## config.mk

```make
export PLATFORM = sky130hd
export DESIGN_NAME = dna_sequence_transform_top
export DESIGN_NICKNAME = d
export VERILOG_FILES = /design/src/hw/rtl/dst_pkg.sv /design/src/hw/rtl/dna_sequence_transform_top.sv /design/src/hw/rtl/dst_ram.sv /design/src/hw/rtl/dst_ofifo.sv /design/src/hw/rtl/dst_ctrl.sv
export SDC_FILE = /design/constraint.sdc
export NUM_CORES = 1
export LEC_CHECK = 0
export BUFFER_PORTS_ARGS = -buffer_cell sky130_fd_sc_hd__buf_4
export CAP_MARGIN = 10
export CORE_AREA = 5 5 260 262
export CTS_CLUSTER_DIAMETER = 40
export CTS_CLUSTER_SIZE = 40
export DETAILED_ROUTE_END_ITERATION = 8
export DIE_AREA = 0 0 265 267
export GPL_ROUTABILITY_DRIVEN = 0
export GPL_TIMING_DRIVEN = 0
export HOLD_SLACK_MARGIN = 0.15
export PLACE_DENSITY = 0.72
export SLEW_MARGIN = 40
export SYNTH_ARGS = -nofsm -noshare
export SYNTH_HDL_FRONTEND = slang
export SYNTH_SLANG_ARGS = --single-unit
export TNS_END_PERCENT = 1
```

## constraint.sdc

```tcl
create_clock -name clk -period 6.1 [get_ports clk]
set_input_delay 1.525 -clock clk [delete_from_list [all_inputs] [get_ports clk]]
set_output_delay 1.525 -clock clk [all_outputs]
set_load 0.02 [all_outputs]
```

## src/hw/rtl/dst_pkg.sv

```systemverilog
// Shared types, codes and character functions for the sequence transform block.
`default_nettype none

package dst_pkg;

    localparam int MAX_LEN_DEF = 64;
    localparam int CHAR_W      = 8;
    localparam int POS_W       = 16;
    localparam int MODE_W      = 3;
    localparam int S_TDATA_W   = 40;
    localparam int M_TUSER_W   = 2;

    localparam logic [MODE_W-1:0] MODE_COMP   = 3'd0;
    localparam logic [MODE_W-1:0] MODE_RCOMP  = 3'd1;
    localparam logic [MODE_W-1:0] MODE_REV    = 3'd2;
    localparam logic [MODE_W-1:0] MODE_TRANS  = 3'd3;
    localparam logic [MODE_W-1:0] MODE_XLATE  = 3'd4;
    localparam logic [MODE_W-1:0] MODE_SUBSEQ = 3'd5;

    localparam logic [CHAR_W-1:0] CHAR_X = 8'h58;

    // standard genetic code, index {first, second, third} with A=0 C=1 G=2 T/U=3
    localparam logic [8*64-1:0] STD_CODE =
        "KNKNTTTTRSRSIIMIQHQHPPPPRRRRLLLLEDEDAAAAGGGGVVVV*Y*YSSSS*CWCLFLF";

    typedef struct packed {
        logic [CHAR_W-1:0] ch;
        logic              has;
        logic              last;
        logic              ovf;
    } dst_res_t;

    typedef struct packed {
        logic [1:0] count;
        logic       pop;
    } dst_fifo_st_t;

    function automatic logic [CHAR_W-1:0] comp_char(input logic [CHAR_W-1:0] b);
        logic [CHAR_W-1:0] r;
        begin
            unique case (b)
                "A": r = "T";  "a": r = "t";
                "T": r = "A";  "t": r = "a";
                "U": r = "A";  "u": r = "a";
                "G": r = "C";  "g": r = "c";
                "C": r = "G";  "c": r = "g";
                "R": r = "Y";  "r": r = "y";
                "Y": r = "R";  "y": r = "r";
                "K": r = "M";  "k": r = "m";
                "M": r = "K";  "m": r = "k";
                "B": r = "V";  "b": r = "v";
                "V": r = "B";  "v": r = "b";
                "D": r = "H";  "d": r = "h";
                "H": r = "D";  "h": r = "d";
                default: r = b;
            endcase
            return r;
        end
    endfunction

    function automatic logic [CHAR_W-1:0] swap_tu(input logic [CHAR_W-1:0] b);
        logic [CHAR_W-1:0] r;
        begin
            unique case (b)
                "T": r = "U";  "t": r = "u";
                "U": r = "T";  "u": r = "t";
                default: r = b;
            endcase
            return r;
        end
    endfunction

    // {valid, code}
    function automatic logic [2:0] code2(input logic [CHAR_W-1:0] b);
        logic [2:0] r;
        begin
            unique case (b)
                "A", "a":           r = 3'b100;
                "C", "c":           r = 3'b101;
                "G", "g":           r = 3'b110;
                "T", "t", "U", "u": r = 3'b111;
                default:            r = 3'b000;
            endcase
            return r;
        end
    endfunction

    function automatic logic [CHAR_W-1:0] amino(input logic [CHAR_W-1:0] a,
                                                input logic [CHAR_W-1:0] b,
                                                input logic [CHAR_W-1:0] c);
        logic [2:0] x;
        logic [2:0] y;
        logic [2:0] z;
        logic [5:0] idx;
        logic [CHAR_W-1:0] r;
        begin
            x = code2(a);
            y = code2(b);
            z = code2(c);
            idx = {x[1:0], y[1:0], z[1:0]};
            if (x[2] && y[2] && z[2])
                r = STD_CODE[8*(63 - int'(idx)) +: 8];
            else
                r = CHAR_X;
            return r;
        end
    endfunction

endpackage

`default_nettype wire

```

## src/hw/rtl/dna_sequence_transform_top.sv

```systemverilog
// A streamed result is visible on m_tvalid in the cycle after its item is accepted.
// Streaming modes take one item per cycle while the two-entry result queue has room.
// Reverse modes: s_tready drops after the last item and stays low while the buffer RAM
// drains, newest character first, one character per cycle while the queue has room.
// Reset (rst_n low, async) clears control state and mode; the buffer RAM is not cleared.
`default_nettype none

module dna_sequence_transform_top #(
    parameter int MAX_LEN = dst_pkg::MAX_LEN_DEF
) (
    input  wire logic                           clk,
    input  wire logic                           rst_n,
    input  wire logic                           cfg_we,
    input  wire logic [dst_pkg::MODE_W-1:0]     cfg_wdata,
    input  wire logic                           s_tvalid,
    output logic                                s_tready,
    input  wire logic [dst_pkg::S_TDATA_W-1:0]  s_tdata,   // base, sub_start, sub_width
    input  wire logic                           s_tlast,
    input  wire logic [0:0]                     s_tuser,   // has_base
    output logic                                m_tvalid,
    input  wire logic                           m_tready,
    output logic [dst_pkg::CHAR_W-1:0]          m_tdata,   // out_char
    output logic                                m_tlast,
    output logic [dst_pkg::M_TUSER_W-1:0]       m_tuser    // out_has_char, overflow
);
    import dst_pkg::*;

    localparam int AW = (MAX_LEN > 1) ? $clog2(MAX_LEN) : 1;

    logic [MODE_W-1:0] mode_reg;
    dst_fifo_st_t      fst;
    logic              push;
    dst_res_t          push_res;
    logic              ram_we;
    logic [AW-1:0]     ram_waddr;
    logic [7:0]        ram_wdata;
    logic              ram_re;
    logic [AW-1:0]     ram_raddr;
    logic [7:0]        ram_rdata;

    always_ff @(posedge clk or negedge rst_n)
    begin
        if (!rst_n)
        begin
            mode_reg <= MODE_COMP;
        end
        else if (cfg_we)
        begin
            mode_reg <= cfg_wdata;
        end
    end

    dst_ctrl #(
        .MAX_LEN (MAX_LEN)
    ) u_ctrl (
        .clk       (clk),
        .rst_n     (rst_n),
        .mode      (mode_reg),
        .s_tvalid  (s_tvalid),
        .s_tready  (s_tready),
        .in_base   (s_tdata[7:0]),
        .in_has    (s_tuser[0]),
        .in_last   (s_tlast),
        .in_start  (s_tdata[23:8]),
        .in_width  (s_tdata[39:24]),
        .fst       (fst),
        .push      (push),
        .push_res  (push_res),
        .ram_we    (ram_we),
        .ram_waddr (ram_waddr),
        .ram_wdata (ram_wdata),
        .ram_re    (ram_re),
        .ram_raddr (ram_raddr),
        .ram_rdata (ram_rdata)
    );

    dst_ram #(
        .WIDTH (CHAR_W),
        .DEPTH (MAX_LEN)
    ) u_buf (
        .clk   (clk),
        .we    (ram_we),
        .waddr (ram_waddr),
        .wdata (ram_wdata),
        .re    (ram_re),
        .raddr (ram_raddr),
        .rdata (ram_rdata)
    );

    dst_ofifo u_ofifo (
        .clk      (clk),
        .rst_n    (rst_n),
        .push     (push),
        .push_res (push_res),
        .fst      (fst),
        .m_tvalid (m_tvalid),
        .m_tready (m_tready),
        .m_tdata  (m_tdata),
        .m_tlast  (m_tlast),
        .m_tuser  (m_tuser)
    );

endmodule

`default_nettype wire

```

## src/hw/rtl/dst_ram.sv

```systemverilog
// Generic simple dual-port RAM with registered read.
`default_nettype none

module dst_ram #(
    parameter int WIDTH = 8,
    parameter int DEPTH = 64,
    localparam int AW = (DEPTH > 1) ? $clog2(DEPTH) : 1
) (
    input  wire logic             clk,
    input  wire logic             we,
    input  wire logic [AW-1:0]    waddr,
    input  wire logic [WIDTH-1:0] wdata,
    input  wire logic             re,
    input  wire logic [AW-1:0]    raddr,
    output logic      [WIDTH-1:0] rdata
);

    logic [WIDTH-1:0] mem [DEPTH];

    always_ff @(posedge clk)
    begin
        if (we)
        begin
            mem[waddr] <= wdata;
        end
        if (re)
        begin
            rdata <= mem[raddr];
        end
    end

endmodule

`default_nettype wire

```

## src/hw/rtl/dst_ofifo.sv

```systemverilog
// Two-entry result queue that drives the master-side stream.
`default_nettype none

module dst_ofifo (
    input  wire logic              clk,
    input  wire logic              rst_n,
    input  wire logic              push,
    input  wire dst_pkg::dst_res_t push_res,
    output dst_pkg::dst_fifo_st_t  fst,
    output logic                   m_tvalid,
    input  wire logic              m_tready,
    output logic [7:0]             m_tdata,   // out_char
    output logic                   m_tlast,
    output logic [1:0]             m_tuser    // [0] out_has_char, [1] overflow
);
    import dst_pkg::*;

    dst_res_t   slot_reg [2];
    logic       wr_ptr_reg;
    logic       rd_ptr_reg;
    logic [1:0] count_reg;
    logic       pop;
    dst_res_t   head;

    assign m_tvalid  = (count_reg != 2'd0);
    assign pop       = m_tvalid && m_tready;
    assign head      = slot_reg[rd_ptr_reg];
    assign m_tdata   = head.ch;
    assign m_tlast   = head.last;
    assign m_tuser   = {head.ovf, head.has};
    assign fst.count = count_reg;
    assign fst.pop   = pop;

    always_ff @(posedge clk)
    begin
        if (push)
        begin
            slot_reg[wr_ptr_reg] <= push_res;
        end
    end

    always_ff @(posedge clk or negedge rst_n)
    begin
        if (!rst_n)
        begin
            wr_ptr_reg <= 1'b0;
            rd_ptr_reg <= 1'b0;
            count_reg  <= 2'd0;
        end
        else
        begin
            if (push)
            begin
                wr_ptr_reg <= ~wr_ptr_reg;
            end
            if (pop)
            begin
                rd_ptr_reg <= ~rd_ptr_reg;
            end
            count_reg <= count_reg + {1'b0, push} - {1'b0, pop};
        end
    end

endmodule

`default_nettype wire

```

## src/hw/rtl/dst_ctrl.sv

```systemverilog
// Item intake, per-mode transform, buffer writes and reverse drain sequencing.
`default_nettype none

module dst_ctrl #(
    parameter int MAX_LEN = dst_pkg::MAX_LEN_DEF,
    localparam int AW = (MAX_LEN > 1) ? $clog2(MAX_LEN) : 1,
    localparam int CW = $clog2(MAX_LEN + 1)
) (
    input  wire logic                  clk,
    input  wire logic                  rst_n,
    input  wire logic [2:0]            mode,
    input  wire logic                  s_tvalid,
    output logic                       s_tready,
    input  wire logic [7:0]            in_base,
    input  wire logic                  in_has,
    input  wire logic                  in_last,
    input  wire logic [15:0]           in_start,
    input  wire logic [15:0]           in_width,
    input  wire dst_pkg::dst_fifo_st_t fst,
    output logic                       push,
    output dst_pkg::dst_res_t          push_res,
    output logic                       ram_we,
    output logic [AW-1:0]              ram_waddr,
    output logic [7:0]                 ram_wdata,
    output logic                       ram_re,
    output logic [AW-1:0]              ram_raddr,
    input  wire logic [7:0]            ram_rdata
);
    import dst_pkg::*;

    typedef enum logic {S_RUN, S_DRAIN} state_t;

    state_t            state_reg, state_next;
    logic [CW-1:0]     fill_reg, fill_next;
    logic [POS_W-1:0]  pos_reg, pos_next;
    logic [CHAR_W-1:0] hold0_reg, hold0_next;
    logic [CHAR_W-1:0] hold1_reg, hold1_next;
    logic [1:0]        phase_reg, phase_next;
    logic [POS_W-1:0]  start_reg, start_next;
    logic [POS_W-1:0]  width_reg, width_next;
    logic              dropped_reg, dropped_next;
    logic [AW-1:0]     daddr_reg, daddr_next;
    logic              issued_reg, issued_next;
    logic              pend_reg, pend_next;
    logic              pend_last_reg, pend_last_next;
    logic              dovf_reg, dovf_next;
    logic              dcomp_reg, dcomp_next;

    logic              accept;
    logic              give;
    logic [CHAR_W-1:0] ch;
    logic [CW-1:0]     fill_upd;
    logic              dropped_upd;
    logic [POS_W-1:0]  start_eff;
    logic [POS_W-1:0]  width_eff;
    logic [POS_W-1:0]  win_lo;
    logic [POS_W:0]    win_hi;
    logic [2:0]        occ;
    logic              reverse_mode;

    assign s_tready     = (state_reg == S_RUN) && (fst.count != 2'd2);
    assign accept       = s_tvalid && s_tready;
    assign start_eff    = (pos_reg == '0) ? in_start : start_reg;
    assign width_eff    = (pos_reg == '0) ? in_width : width_reg;
    assign win_lo       = (start_eff != '0) ? start_eff - 16'd1 : '0;
    assign win_hi       = {1'b0, win_lo} + {1'b0, width_eff};
    assign reverse_mode = (mode == MODE_RCOMP) || (mode == MODE_REV);
    // queue occupancy next cycle, before any new read lands
    assign occ          = {1'b0, fst.count} + {2'b0, pend_reg} - {2'b0, fst.pop};

    always_comb
    begin
        state_next     = state_reg;
        fill_next      = fill_reg;
        pos_next       = pos_reg;
        hold0_next     = hold0_reg;
        hold1_next     = hold1_reg;
        phase_next     = phase_reg;
        start_next     = start_reg;
        width_next     = width_reg;
        dropped_next   = dropped_reg;
        daddr_next     = daddr_reg;
        issued_next    = issued_reg;
        pend_next      = 1'b0;
        pend_last_next = pend_last_reg;
        dovf_next      = dovf_reg;
        dcomp_next     = dcomp_reg;

        give        = 1'b0;
        ch          = in_base;
        fill_upd    = fill_reg;
        dropped_upd = dropped_reg;

        push      = 1'b0;
        push_res  = '0;
        ram_we    = 1'b0;
        ram_waddr = fill_reg[AW-1:0];
        ram_wdata = in_base;
        ram_re    = 1'b0;
        ram_raddr = daddr_reg;

        if (accept)
        begin
            if (pos_reg == '0)
            begin
                start_next = in_start;
                width_next = in_width;
            end
            if (in_has)
            begin
                unique case (mode)
                    MODE_COMP:
                    begin
                        ch   = comp_char(in_base);
                        give = 1'b1;
                    end
                    MODE_RCOMP, MODE_REV:
                    begin
                        if (fill_reg < CW'(MAX_LEN))
                        begin
                            ram_we   = 1'b1;
                            fill_upd = fill_reg + CW'(1);
                        end
                        else
                        begin
                            dropped_upd = 1'b1;
                        end
                    end
                    MODE_TRANS:
                    begin
                        ch   = swap_tu(in_base);
                        give = 1'b1;
                    end
                    MODE_XLATE:
                    begin
                        if (phase_reg >= 2'd2)
                        begin
                            ch         = amino(hold0_reg, hold1_reg, in_base);
                            phase_next = 2'd0;
                            give       = 1'b1;
                        end
                        else
                        begin
                            if (phase_reg[0])
                                hold1_next = in_base;
                            else
                                hold0_next = in_base;
                            phase_next = phase_reg + 2'd1;
                        end
                    end
                    MODE_SUBSEQ:
                    begin
                        give = (pos_reg >= win_lo) && ({1'b0, pos_reg} < win_hi);
                    end
                    default:
                    begin
                        give = 1'b1;
                    end
                endcase
                if (pos_reg != '1)
                begin
                    pos_next = pos_reg + 16'd1;
                end
            end
            fill_next    = fill_upd;
            dropped_next = dropped_upd;

            if (give)
            begin
                push     = 1'b1;
                push_res = '{ch: ch, has: 1'b1, last: in_last, ovf: 1'b0};
            end

            if (in_last)
            begin
                if (reverse_mode)
                begin
                    if (fill_upd == '0)
                    begin
                        push     = 1'b1;
                        push_res = '{ch: '0, has: 1'b0, last: 1'b1, ovf: dropped_upd};
                    end
                    else
                    begin
                        state_next  = S_DRAIN;
                        daddr_next  = AW'(fill_upd - CW'(1));
                        issued_next = 1'b0;
                        dovf_next   = dropped_upd;
                        dcomp_next  = (mode == MODE_RCOMP);
                    end
                end
                else if (!give)
                begin
                    push     = 1'b1;
                    push_res = '{ch: '0, has: 1'b0, last: 1'b1, ovf: 1'b0};
                end
                // close the sequence
                pos_next     = '0;
                fill_next    = '0;
                phase_next   = 2'd0;
                dropped_next = 1'b0;
            end
        end

        if (state_reg == S_DRAIN)
        begin
            // read newest entry first; issue only when the queue can take it
            if (!issued_reg && (occ < 3'd2))
            begin
                ram_re         = 1'b1;
                pend_next      = 1'b1;
                pend_last_next = (daddr_reg == '0);
                if (daddr_reg == '0)
                    issued_next = 1'b1;
                else
                    daddr_next = daddr_reg - AW'(1);
            end
            if (pend_reg)
            begin
                push     = 1'b1;
                push_res = '{ch: dcomp_reg ? comp_char(ram_rdata) : ram_rdata,
                             has: 1'b1, last: pend_last_reg, ovf: dovf_reg};
                if (pend_last_reg)
                    state_next = S_RUN;
            end
        end
    end

    always_ff @(posedge clk or negedge rst_n)
    begin
        if (!rst_n)
        begin
            state_reg     <= S_RUN;
            fill_reg      <= '0;
            pos_reg       <= '0;
            hold0_reg     <= '0;
            hold1_reg     <= '0;
            phase_reg     <= 2'd0;
            start_reg     <= '0;
            width_reg     <= '0;
            dropped_reg   <= 1'b0;
            daddr_reg     <= '0;
            issued_reg    <= 1'b1;
            pend_reg      <= 1'b0;
            pend_last_reg <= 1'b0;
            dovf_reg      <= 1'b0;
            dcomp_reg     <= 1'b0;
        end
        else
        begin
            state_reg     <= state_next;
            fill_reg      <= fill_next;
            pos_reg       <= pos_next;
            hold0_reg     <= hold0_next;
            hold1_reg     <= hold1_next;
            phase_reg     <= phase_next;
            start_reg     <= start_next;
            width_reg     <= width_next;
            dropped_reg   <= dropped_next;
            daddr_reg     <= daddr_next;
            issued_reg    <= issued_next;
            pend_reg      <= pend_next;
            pend_last_reg <= pend_last_next;
            dovf_reg      <= dovf_next;
            dcomp_reg     <= dcomp_next;
        end
    end

endmodule

`default_nettype wire

```

# Word level (Yosys, flattened, before mapping)
# Memories as Yosys holds them, arrays and structs flattened. A register that Yosys moved wholly into a read port is not among the register bits.
# Cells that the tools add are included.
dict set report totals {
  ff_bits 93
  mem_bits_rw 534
  in_bits 50
  out_inout_bits 13
  word_cells 258
  mem_count 2
}
# name depth word_bits rd rd_clocked_by_memory_dff wr line_no
set mem_list {}
lappend mem_list {u_buf.mem 64 8 1 1 1 dst_ram.sv:18} ;# logic [WIDTH-1:0] mem [DEPTH];
lappend mem_list {u_ofifo.slot_reg 2 11 1 0 1 dst_ofifo.sv:18} ;# dst_res_t slot_reg [2];
dict set report classes {
  addsub 12
  n_lt_le_gt_ge 5
  n_eq_ne 79
  shifts 1
  muxes 93
  n_bitwise 6
  reduce_logical 41
}
# operator count
set ops {}
lappend ops {{$eq 8x7->1 const B} 72}
lappend ops {{$shiftx 512x32->8 const A} 1}
lappend ops {{$pmux 8 s24} 2}
lappend ops {{$mux 16} 6}
lappend ops {{$mux 11} 8}
lappend ops {{$mux 6} 7}
lappend ops {{$mux 1} 39}
lappend ops {{$mux 3} 12}
lappend ops {{$pmux 3 s4} 3}
lappend ops {{$mux 7} 5}
lappend ops {{$mux 8} 4}
lappend ops {{$pmux 8 s4} 1}
lappend ops {{$reduce_or 2->1} 14}
lappend ops {{$pmux 8 s3} 1}
lappend ops {{$add 16x16->17} 1}
lappend ops {{$lt 16x17->1} 1}
lappend ops {{$add 16x1->16 const B} 1}
lappend ops {{$ge 16x16->1} 1}
lappend ops {{$logic_not 16->1} 1}
lappend ops {{$ne 16x16->1 const B} 1}
lappend ops {{$reduce_bool 16->1} 1}
lappend ops {{$sub 16x1->16 const B} 1}
lappend ops {{$reduce_or 4->1} 3}
lappend ops {{$sub 6x1->6 const B} 2}
lappend ops {{28 further kinds} 49}

# Depth between registers and ports, before layout
# Gate-level depths: netlist (run 1).
dict set report depth {
  depth_word 20
  mapped_depth 34
  mapped_depth_nobuf 31
}

# Hierarchy
# From an unflattened synthesis (run 1), not the netlist that was laid out.
dict set report hier_totals {
  cells_unflattened 1981
  hier_area_um2 29627.2
}
# module instances cells_per_inst area_per_inst_um2 seq_area_each_um2
set modules_own_cells {}
lappend modules_own_cells {dst_ram 1 940 20246.9 15615.0}
lappend modules_own_cells {dst_ctrl 1 984 8240.4 2103.3}
lappend modules_own_cells {dst_ofifo 1 51 1031.0 760.7}
lappend modules_own_cells {dna_sequence_transform_top 1 6 108.9 75.1}

# Worst setup path before layout (run 1)
# Ideal clock, no wire load.
dict set report synth_path {
  path_type {input-to-reg}
  from {input port s_tdata[9] in the netlist's numbering}
  to {memory u_ofifo.slot_reg[0][0] in the netlist's numbering (enable)}
  setup_ns 0.382
  arrival_time_ns 6.545
  t_required_ns 5.718
  path_slack_ns -0.828
  cell_stages 22
  path_buffers 2
  cell_sequence {nor2_1 mux2_2 nand3_1 nor3_2 and3_1 buf_2 nor2_1 ha_1 fa_1 a211oi_1 o21ai_0 a221oi_1 o21ai_0 o21ai_0 nand2b_1 xnor2_1 ha_1 a2111o_1 o31a_1 a21o_1 buf_2 a21oi_1}
}
dict set report synth_via {
  elab_chain_len 18
  word_cells_on_any_way 21
  classes_between {2 x add/sub; 2 x order compare; 15 x mux; 2 x reduce/logical}
}
# item line_no
set synth_rtl {}
lappend synth_rtl {{start, declared} dna_sequence_transform_top.sv:17} ;# input wire logic [dst_pkg::S_TDATA_W-1:0] s_tdata,
lappend synth_rtl {{$mux 16 (*)} dst_ctrl.sv:63} ;# assign start_eff = (pos_reg == '0) ? in_start : start_reg;
lappend synth_rtl {{$sub 16x1->16 or $reduce_bool 16->1 (tied branches)} dst_ctrl.sv:65} ;# assign win_lo = (start_eff != '0) ? start_eff - 16'd1 : '0;
lappend synth_rtl {{$mux 16 (*)} dst_ctrl.sv:65}
lappend synth_rtl {{$add 16x16->17} dst_ctrl.sv:66} ;# assign win_hi = {1'b0, win_lo} + {1'b0, width_eff};
lappend synth_rtl {{$lt 16x17->1} dst_ctrl.sv:153} ;# give = (pos_reg >= win_lo) && ({1'b0, pos_reg} < win_hi);
lappend synth_rtl {{$logic_and 1x1->1 (*)} dst_ctrl.sv:153}
lappend synth_rtl {{$pmux 1 s3 (*)} dst_ctrl.sv:111} ;# unique case (mode)
lappend synth_rtl {{$mux 1 (*)} dst_ctrl.sv:109} ;# if (in_has)
lappend synth_rtl {{[2 not listed]} n/a}
lappend synth_rtl {{$mux 1 (on tied branches)} {dst_ctrl.sv:192, dst_ctrl.sv:178}}
lappend synth_rtl {{$mux 1} dst_ctrl.sv:176} ;# if (reverse_mode)
lappend synth_rtl {{$mux 1 (*)} dst_ctrl.sv:174} ;# if (in_last)
lappend synth_rtl {{$mux 1 (*)} dst_ctrl.sv:102} ;# if (accept)
lappend synth_rtl {{$mux 1} dst_ctrl.sv:218} ;# if (pend_reg)
lappend synth_rtl {{$mux 1 (*)} dst_ctrl.sv:205} ;# if (state_reg == S_DRAIN)
lappend synth_rtl {{$mux 1 (*)} dst_ofifo.sv:36} ;# if (push)
lappend synth_rtl {{$mux 1 (implied by the code) (*)} dst_ofifo.sv:38} ;# slot_reg[wr_ptr_reg] <= push_res;
lappend synth_rtl {{end, declared} dst_ofifo.sv:18}
# Mark *: on every way between the ends. The rest lies on a longest branch, timed or not. The select of a mux whose other input is x is not followed.

# Final worst setup path (run 1)
dict set report layout_path {
  from {register u_ctrl.pos_reg[1]}
  to {register u_ofifo.count_reg[1]}
}
dict set report layout_via {
  elab_chain_len 19
  word_cells_on_any_way 23
  classes_between {4 x add/sub; 2 x order compare; 14 x mux; 3 x reduce/logical}
}
# item line_no
set layout_rtl {}
lappend layout_rtl {{start, declared} dst_ctrl.sv:35} ;# logic [POS_W-1:0] pos_reg, pos_next;
lappend layout_rtl {{start signal, assigned} dst_ctrl.sv:253} ;# pos_reg <= pos_next;
lappend layout_rtl {{$logic_not 16->1} {dst_ctrl.sv:63, dst_ctrl.sv:64}}
lappend layout_rtl {{$mux 16} dst_ctrl.sv:63}
lappend layout_rtl {{$sub 16x1->16 or $reduce_bool 16->1 (tied branches)} dst_ctrl.sv:65}
lappend layout_rtl {{$mux 16} dst_ctrl.sv:65}
lappend layout_rtl {{$add 16x16->17} dst_ctrl.sv:66}
lappend layout_rtl {{$lt 16x17->1} dst_ctrl.sv:153}
lappend layout_rtl {{$logic_and 1x1->1 (*)} dst_ctrl.sv:153}
lappend layout_rtl {{$pmux 1 s3 (*)} dst_ctrl.sv:111}
lappend layout_rtl {{[3 not listed]} n/a}
lappend layout_rtl {{$mux 1 (on tied branches)} {dst_ctrl.sv:192, dst_ctrl.sv:178}}
lappend layout_rtl {{$mux 1} dst_ctrl.sv:176}
lappend layout_rtl {{$mux 1 (*)} dst_ctrl.sv:174}
lappend layout_rtl {{$mux 1 (*)} dst_ctrl.sv:102}
lappend layout_rtl {{$mux 1} dst_ctrl.sv:218}
lappend layout_rtl {{$mux 1 (*)} dst_ctrl.sv:205}
lappend layout_rtl {{$add 2x1->2 (*)} dst_ofifo.sv:60} ;# count_reg <= count_reg + {1'b0, push} - {1'b0, pop};
lappend layout_rtl {{$sub 2x1->2 (*)} dst_ofifo.sv:60}
lappend layout_rtl {{end signal, assigned} dst_ofifo.sv:60}
lappend layout_rtl {{end, declared} dst_ofifo.sv:21} ;# logic [1:0] count_reg;
# Marks and branches as above.
# A chain may end at the register's enable or synchronous reset.

==> results of run 1 <==
## power breakdown
| part | switching, W | internal [W] |
|---|---|---|
| Clock | 0.00203 | 0.00284 |
| Sequential | 0.000195 | 0.00499 |
| Combinational | 0.00329 | 0.00288 |
## worst max-delay path, delay by kind of cell, from the launching register on
family                     cells  cell delay [ns]
AOI/OAI and AO/OA              9             2.08
xor gates and xnor gates       3             0.39
adders and majority gates      5             1.08
buffers and inverters          6             0.71
DFF                            1             0.39
muxes                          1             0.20
and+or+nand+nor                9             1.45
## timing repair
item / 4_1_cts / 5_1_grt
endpoints found under the setup margin: 43 / 43
cloned: 1 / 0
setup buffers: 39 / 15
gates resized for setup: 72 / 19
pin swaps: 31 / 23
## cells by family after synthesis
kind of cell | after synthesis | synth area share [%]
XOR/XNOR | 58 | 1.75
multiplexers | 243 | 16.0
flip-flops | 633 | 64.0
adder cells (fa/ha/maj) | 63 | 2.77
buffers and inverters | 135 | 1.86
AO/OA/AOI/OAI | 252 | 5.69
AND/OR/NAND/NOR | 461 | 7.91
## placed cells by master, fill, tap and decap left out, types with 15 or more instances in the layout
cell type	instances
inv_1	36
nor3_2	25
nor2_2	16
xnor2_1	24
ha_1	54
mux4_2	168
nor3_1	22
clkbuf_16	80
clkbuf_1	64
nand2b_1	16
o21ai_0	54
nand3_1	21
buf_4	110
nor2_1	112
a21o_1	15
a21oi_1	55
mux2_2	55
inv_6	15
dfrtp_1	83
edfxtp_1	542
nand2_1	125
xor2_1	32
## final timing paths
| kind | startpoint | to |
|---|---|---|
| max in group asynchronous | rst_n | u_ctrl.issued_reg$_DFF_PN1_ |
| min in group asynchronous | rst_n | u_ctrl.start_reg[9]$_DFFE_PN0P_ |
| min | u_ctrl.width_reg[10]$_DFFE_PN0P_ | u_ctrl.width_reg[10]$_DFFE_PN0P_ |
| max | u_ctrl.pos_reg[1]$_DFFE_PN0P_ | u_ofifo.count_reg[1]$_DFF_PN0_ |
| min reg2reg | u_ctrl.width_reg[10]$_DFFE_PN0P_ | u_ctrl.width_reg[10]$_DFFE_PN0P_ |
| max reg2reg | u_ctrl.pos_reg[1]$_DFFE_PN0P_ | u_ofifo.count_reg[1]$_DFF_PN0_ |
## through the flow
step                util, %  instances  total power (W)
CTS                    52.5       2956           0.0160
global route           53.0       2974           0.0170
floorplan                 -       1845          0.00910
finish                 53.0       2974           0.0162
detailed placement     47.2       2771           0.0107
global placement       47.0       2771           0.0105
## per-layer routing
layer  routed length (µm)  up-vias  part of all wire, %  track usage (%)
met5                    0        -                    0                0
met4                 2600        0                  3.6             6.55
met3                 6310      177                  8.8             4.86
met2                35400      899                   49             33.5
met1                27700     9025                   39             25.9
li1                     -     7703                    -                -
## layout make-up
type / count / share of cell area [%]
repair buffers: 120 / 2.88
clock buffers: 86 / 5.92
clock inverters: 60 / 2.19
well taps: 864 / 3.13
plain buffers: 95 / 1.25
inverters: 39 / 0.424
multi-input cells: 1077 / 30.4
flip-flops and latches: 633 / 53.8
==> impl_metrics.csv, run 1 <==
group,metric,value,unit
timing,slew_headroom,37.3,%
logic_synthesis,synth.ff_latch_count,633,
run_status,status,"complete, but fails checks",
timing,rsz0062_at_grt,"true",
setup_path,rrSetupSlack,-0.29,ns
global_route,grt.total_usage,20.0,%
flow_run,maxCapViolCount,0,
timing,whs,0.464,ns
floorplanning,start_util,44.5,%
global_route,antenna_found_initial,0,
logic_synthesis,async_reset_ff_share,14.4,%
power,ir_drop,0.311,mV
timing,setup_viol,24,
logic_synthesis,synth_top_area_share,56.2,%
run_status,violations,"setup timing",
placement,numPortBuffers,62,
clock_network,cts_buffers,79,
placement,dp_hpwl,46100,µm
clock_network,path_clk_slew,0.06,ns
logic_synthesis,synth_top_area_cell,"edfxtp_1",
cells_and_area,syn_to_final_growth,19.1,%
cells_and_area,seqCellArea,18600,µm²
routing,dr.pass1.iters,6,
clock_network,root_buffer,"clkbuf_16",
logic_synthesis,ys_types,81,
cells_and_area,multi_input_area,10500,µm²
power,p_leak,11.9,nW
setup_path,crit_top_cell,"ha_4",
floorplanning,io_pins,63,
timing,clock_skew,0.0242,ns
logic_synthesis,avgSynthCellArea,15.7,µm²
setup_path,critPathSlowestCell,"a2111o_1",
timing,worst_slack,-0.288,ns
routing,final_antenna_net_count,0,
clock_network,cts_hold_buf,0,
clock_network,cts_num_sinks,633,
global_route,grt_max_degree,92,
floorplanning,fp.dieH,267,µm
setup_path,critical_path_class,"flip-flop to flip-flop",
cells_and_area,n_antenna_cell,0,
logic_synthesis,ys_warn_count,0,
cells_and_area,drive_gt1_share,30.2,%
hold_path,holdPathStages,2,
routing,vias,17800,
clock_network,cts.path.max_buffers,3,
timing,fin_crit_sh,105,%
clock_network,clkLatencyLatePin,0.63,ns
cells_and_area,largest_reg_flops,512,
timing,max_freq,0.157,GHz
global_route,grt_pass1_wl,109000,µm
routing,vias_per_cell,5.99,
logic_synthesis,synthesis.nets,1958,
timing,min_period,6.39,ns
logic_synthesis,synth_commonest_cells,"542 x edfxtp_1, 168 x mux4_2, 129 x nor2_1",
setup_path,crit_path_end_kind,"flip-flop",
timing,tns,-5.05,ns
global_route,grt_pass1_vias,18000,
floorplanning,die_x,265,µm
setup_path,worst-path-max-fanout,5,
setup_path,required,6.61,ns
power,cellPowerDensity,470,nW/µm²
logic_synthesis,synth.area.top_cells,"edfxtp_1 56%, mux4_2 13%, dfrtp_1 7.8%",
setup_path,worst_setup_path_start_kind,"flip-flop",
hold_path,hold_class,"flip-flop to flip-flop",
setup_path,cpPeakStageDelay,0.45,ns
cells_and_area,final_area,34500,µm²
floorplanning,fp.dieArea,70800,µm²
timing,tightest_slew,0.938,ns
routing,totalWireLength,72000,µm
setup_path,crit_arrival,6.90,ns
clock_network,htree_num_levels,3,
placement,postPlaceCellArea,30800,µm²
placement,post-place-ws,-1.38,ns
logic_synthesis,synth_flop_cell,"edfxtp_1",
timing,final_max_slew_viol_count,0,
cells_and_area,n_fill_cell,5119,
routing,drtIter0Drc,2085,
floorplanning,std_cell_rows,94,
logic_synthesis,synth-seq-area-share,64.0,%
clock_network,cts_tree,"done",
logic_synthesis,synth_edf_count,542,
logic_synthesis,yosysMostFrequentCell,"edfxtp_1",
timing,report.final.hold_viol_count,0,
floorplanning,core-area,65200,µm²
cells_and_area,layout.nets,2158,
logic_synthesis,synthCells,1845,
routing,drc,0,
routing,wl_per_cell,24.2,µm
global_route,grt_overflow,0,
logic_synthesis,syn_area,29000,µm²
setup_path,r2r_cells,33,
(Power assumes the default switching activity.)
==> inputs of run 2 (changes only) <==
Settings changed: CELL_PAD_IN_SITES_DETAIL_PLACEMENT from default to 1, CELL_PAD_IN_SITES_GLOBAL_PLACEMENT from default to 1, PLACE_DENSITY 0.72 to 0.81, SETUP_SLACK_MARGIN from default to 0.5.
==> run 2 against run 1 <==
The run still ends with setup timing left. Fmax is 2.6% lower. Via count increased by 3.5%. Clock skew rose by 0.017 ns. Critical endpoint unchanged. Routed wire length rose by 17%. Largest power group unchanged. Worst setup slack got worse by 0.17 ns. Final area rose by 0.99%. Register-to-register slack got worse by 0.17 ns. Die area stayed put. First-iteration DRC count shrank 13%. Non-clock buffer count is 17 lower. Sequential power about the same. Sequential share of layout area down 0.54 points. Highest routed layer unchanged.
==> impl_metrics.csv, run 2 (same netlist as run 1, synthesis figures left out) <==
group,metric,value,unit
placement,post-place-ws,-1.62,ns
timing,report.final.hold_viol_count,0,
placement,dp_hpwl,53100,µm
cells_and_area,final_common_cell,"edfxtp_1",
cells_and_area,final_area,34900,µm²
timing,min_period,6.56,ns
flow_run,maxCapViolCount,0,
power,cellPowerDensity,487,nW/µm²
timing,final_max_slew_viol_count,0,
floorplanning,fp.dieH,267,µm
cells_and_area,post-route-util,53.5,%
clock_network,cts_tree,"done",
power,p_leak,12.1,nW
cells_and_area,final_cell_mix,"542 x edfxtp_1, 168 x mux4_2, 125 x nand2_1",
timing,clock_skew,0.0411,ns
global_route,grt_pass1_vias,19500,
clock_network,cts_buffers,91,
setup_path,worst-path-max-fanout,5,
setup_path,r2r_cells,29,
routing,final_antenna_net_count,0,
timing,setup_viol,26,
placement,dp_cells,2773,
placement,numPortBuffers,62,
cells_and_area,largest_reg_flops,512,
setup_path,critical_path_class,"flip-flop to flip-flop",
floorplanning,start_util,44.5,%
setup_path,crit_top_cell,"ha_4",
cells_and_area,drive_gt1_share,30.0,%
setup_path,cpPeakStageDelay,0.45,ns
global_route,grt_max_degree,92,
setup_path,crit_path_end_kind,"flip-flop",
clock_network,root_buffer,"clkbuf_16",
setup_path,crit_arrival,7.08,ns
setup_path,cp.depth,29,
run_status,status,"complete, but fails checks",
timing,tightest_slew,0.873,ns
cells_and_area,syn_to_final_growth,20.3,%
routing,vias,18400,
cells_and_area,fin_cells,2980,
global_route,grt_pass1_wl,126000,µm
setup_path,required,6.62,ns
setup_path,cp_top_family,"compound AO/OA/AOI/OAI gates",
clock_network,cts_num_sinks,633,
routing,dr.pass1.iters,5,
power,ir_drop,0.291,mV
setup_path,cp-endpoint,"u_ofifo.count_reg[1]$_DFF_PN0_",
hold_path,hold_class,"flip-flop to flip-flop",
timing,slew_headroom,41.7,%
floorplanning,die_x,265,µm
global_route,grt_overflow,0,
run_status,violations,"setup timing",
cells_and_area,layout.nets,2153,
setup_path,cp_num_buf_inv,5,
floorplanning,std_cell_rows,94,
setup_path,reg2reg_to,"u_ofifo.count_reg[1]$_DFF_PN0_",
floorplanning,fp.dieArea,70800,µm²
timing,fin_crit_sh,107,%
timing,max_freq,0.153,GHz
setup_path,crit_start,"u_ctrl.pos_reg[1]$_DFFE_PN0P_",
floorplanning,io_pins,63,
floorplanning,core-area,65200,µm²
setup_path,worst_setup_path_start_kind,"flip-flop",
global_route,grt.total_usage,23.5,%
routing,drtIter0Drc,1815,
global_route,antenna_found_initial,0,
clock_network,clkLatencyLatePin,0.67,ns
routing,drc,0,
clock_network,htree_num_levels,3,
cells_and_area,n_antenna_cell,0,
routing,wl_per_cell,28.2,µm
setup_path,reg2reg_from,"u_ctrl.pos_reg[1]$_DFFE_PN0P_",
placement,postPlaceCellArea,30800,µm²
timing,rsz0062_at_grt,"true",
setup_path,critPathSlowestCell,"a2111o_1",
timing,worst_slack,-0.456,ns
routing,vias_per_cell,6.18,
clock_network,path_clk_slew,0.06,ns
timing,tns,-8.72,ns
setup_path,rrSetupSlack,-0.46,ns
routing,totalWireLength,84100,µm
clock_network,cts.path.max_buffers,3,
-- run 2: worst min-delay path by stage --
stage                     depth (start not counted)  slack [ns]                             start                               end
after floorplan                                   2        0.44  u_ctrl.width_reg[10]$_DFFE_PN0P_  u_ctrl.width_reg[10]$_DFFE_PN0P_
after detailed placement                          2        0.46   u_ctrl.width_reg[8]$_DFFE_PN0P_   u_ctrl.width_reg[8]$_DFFE_PN0P_
after CTS                                         2        0.48   u_ctrl.width_reg[8]$_DFFE_PN0P_   u_ctrl.width_reg[8]$_DFFE_PN0P_
after global routing                              2        0.50   u_ctrl.width_reg[1]$_DFFE_PN0P_   u_ctrl.width_reg[1]$_DFFE_PN0P_
final                                             2        0.47   u_ctrl.width_reg[6]$_DFFE_PN0P_   u_ctrl.width_reg[6]$_DFFE_PN0P_
after global placement                            2        0.45   u_ctrl.width_reg[8]$_DFFE_PN0P_   u_ctrl.width_reg[8]$_DFFE_PN0P_
-- run 2: area by class of cell --
cell class              count  area (µm²)
multi-input cells        1077       10500
repair buffers            102         873
inverters                  39         146
clock buffers             101        2370
well taps                 864        1080
fillers                  6156       30300
flip-flops and latches    633       18600
plain buffers              96         445
clock inverters            68         912
-- run 2: what timing repair did --
| action | CTS | global route |
|---|---|---|
| pin swaps | 21 | 18 |
| setup buffers | 23 | 9 |
| setup endpoints to repair | 43 | 43 |
| hold buffers | 0 | 0 |
| gates cloned | 1 | 0 |
| gates resized for setup | 55 | 17 |
-- run 2: worst reg2reg max path: cells and delay by family, from the launching register on --
family	cells	cell delay, ns
AND/OR/NAND/NOR	6	1.02
AO/OA/AOI/OAI	8	2.01
adder cells (fa/ha/maj)	6	1.41
flip-flops	1	0.39
buffers and inverters	5	0.72
multiplexers	1	0.44
XOR/XNOR	3	0.46
-- run 2: metal layers --
metal / share of wire [%] / global-route usage (%) / vias up
li1: - / - / 7704
met1: 38 / 30.1 / 9605
met2: 51 / 40.2 / 942
met3: 7.8 / 5.03 / 180
met4: 3.2 / 8.00 / 0
met5: 0 / 0 / -
-- run 2: per-stage QoR --
step / hold WS (ns) / total power, W
global placement: 0.455 / 0.0105
detailed placement: 0.461 / 0.0108
finish: 0.470 / 0.0170
floorplan: 0.440 / 0.00910
CTS: 0.475 / 0.0168
global route: 0.501 / 0.0177
-- run 2: report_power, final --
group          internal (W)  total, W  switching (W)
Combinational       0.00278   0.00619        0.00341
Clock               0.00340   0.00557        0.00217
Sequential          0.00499   0.00521       0.000219
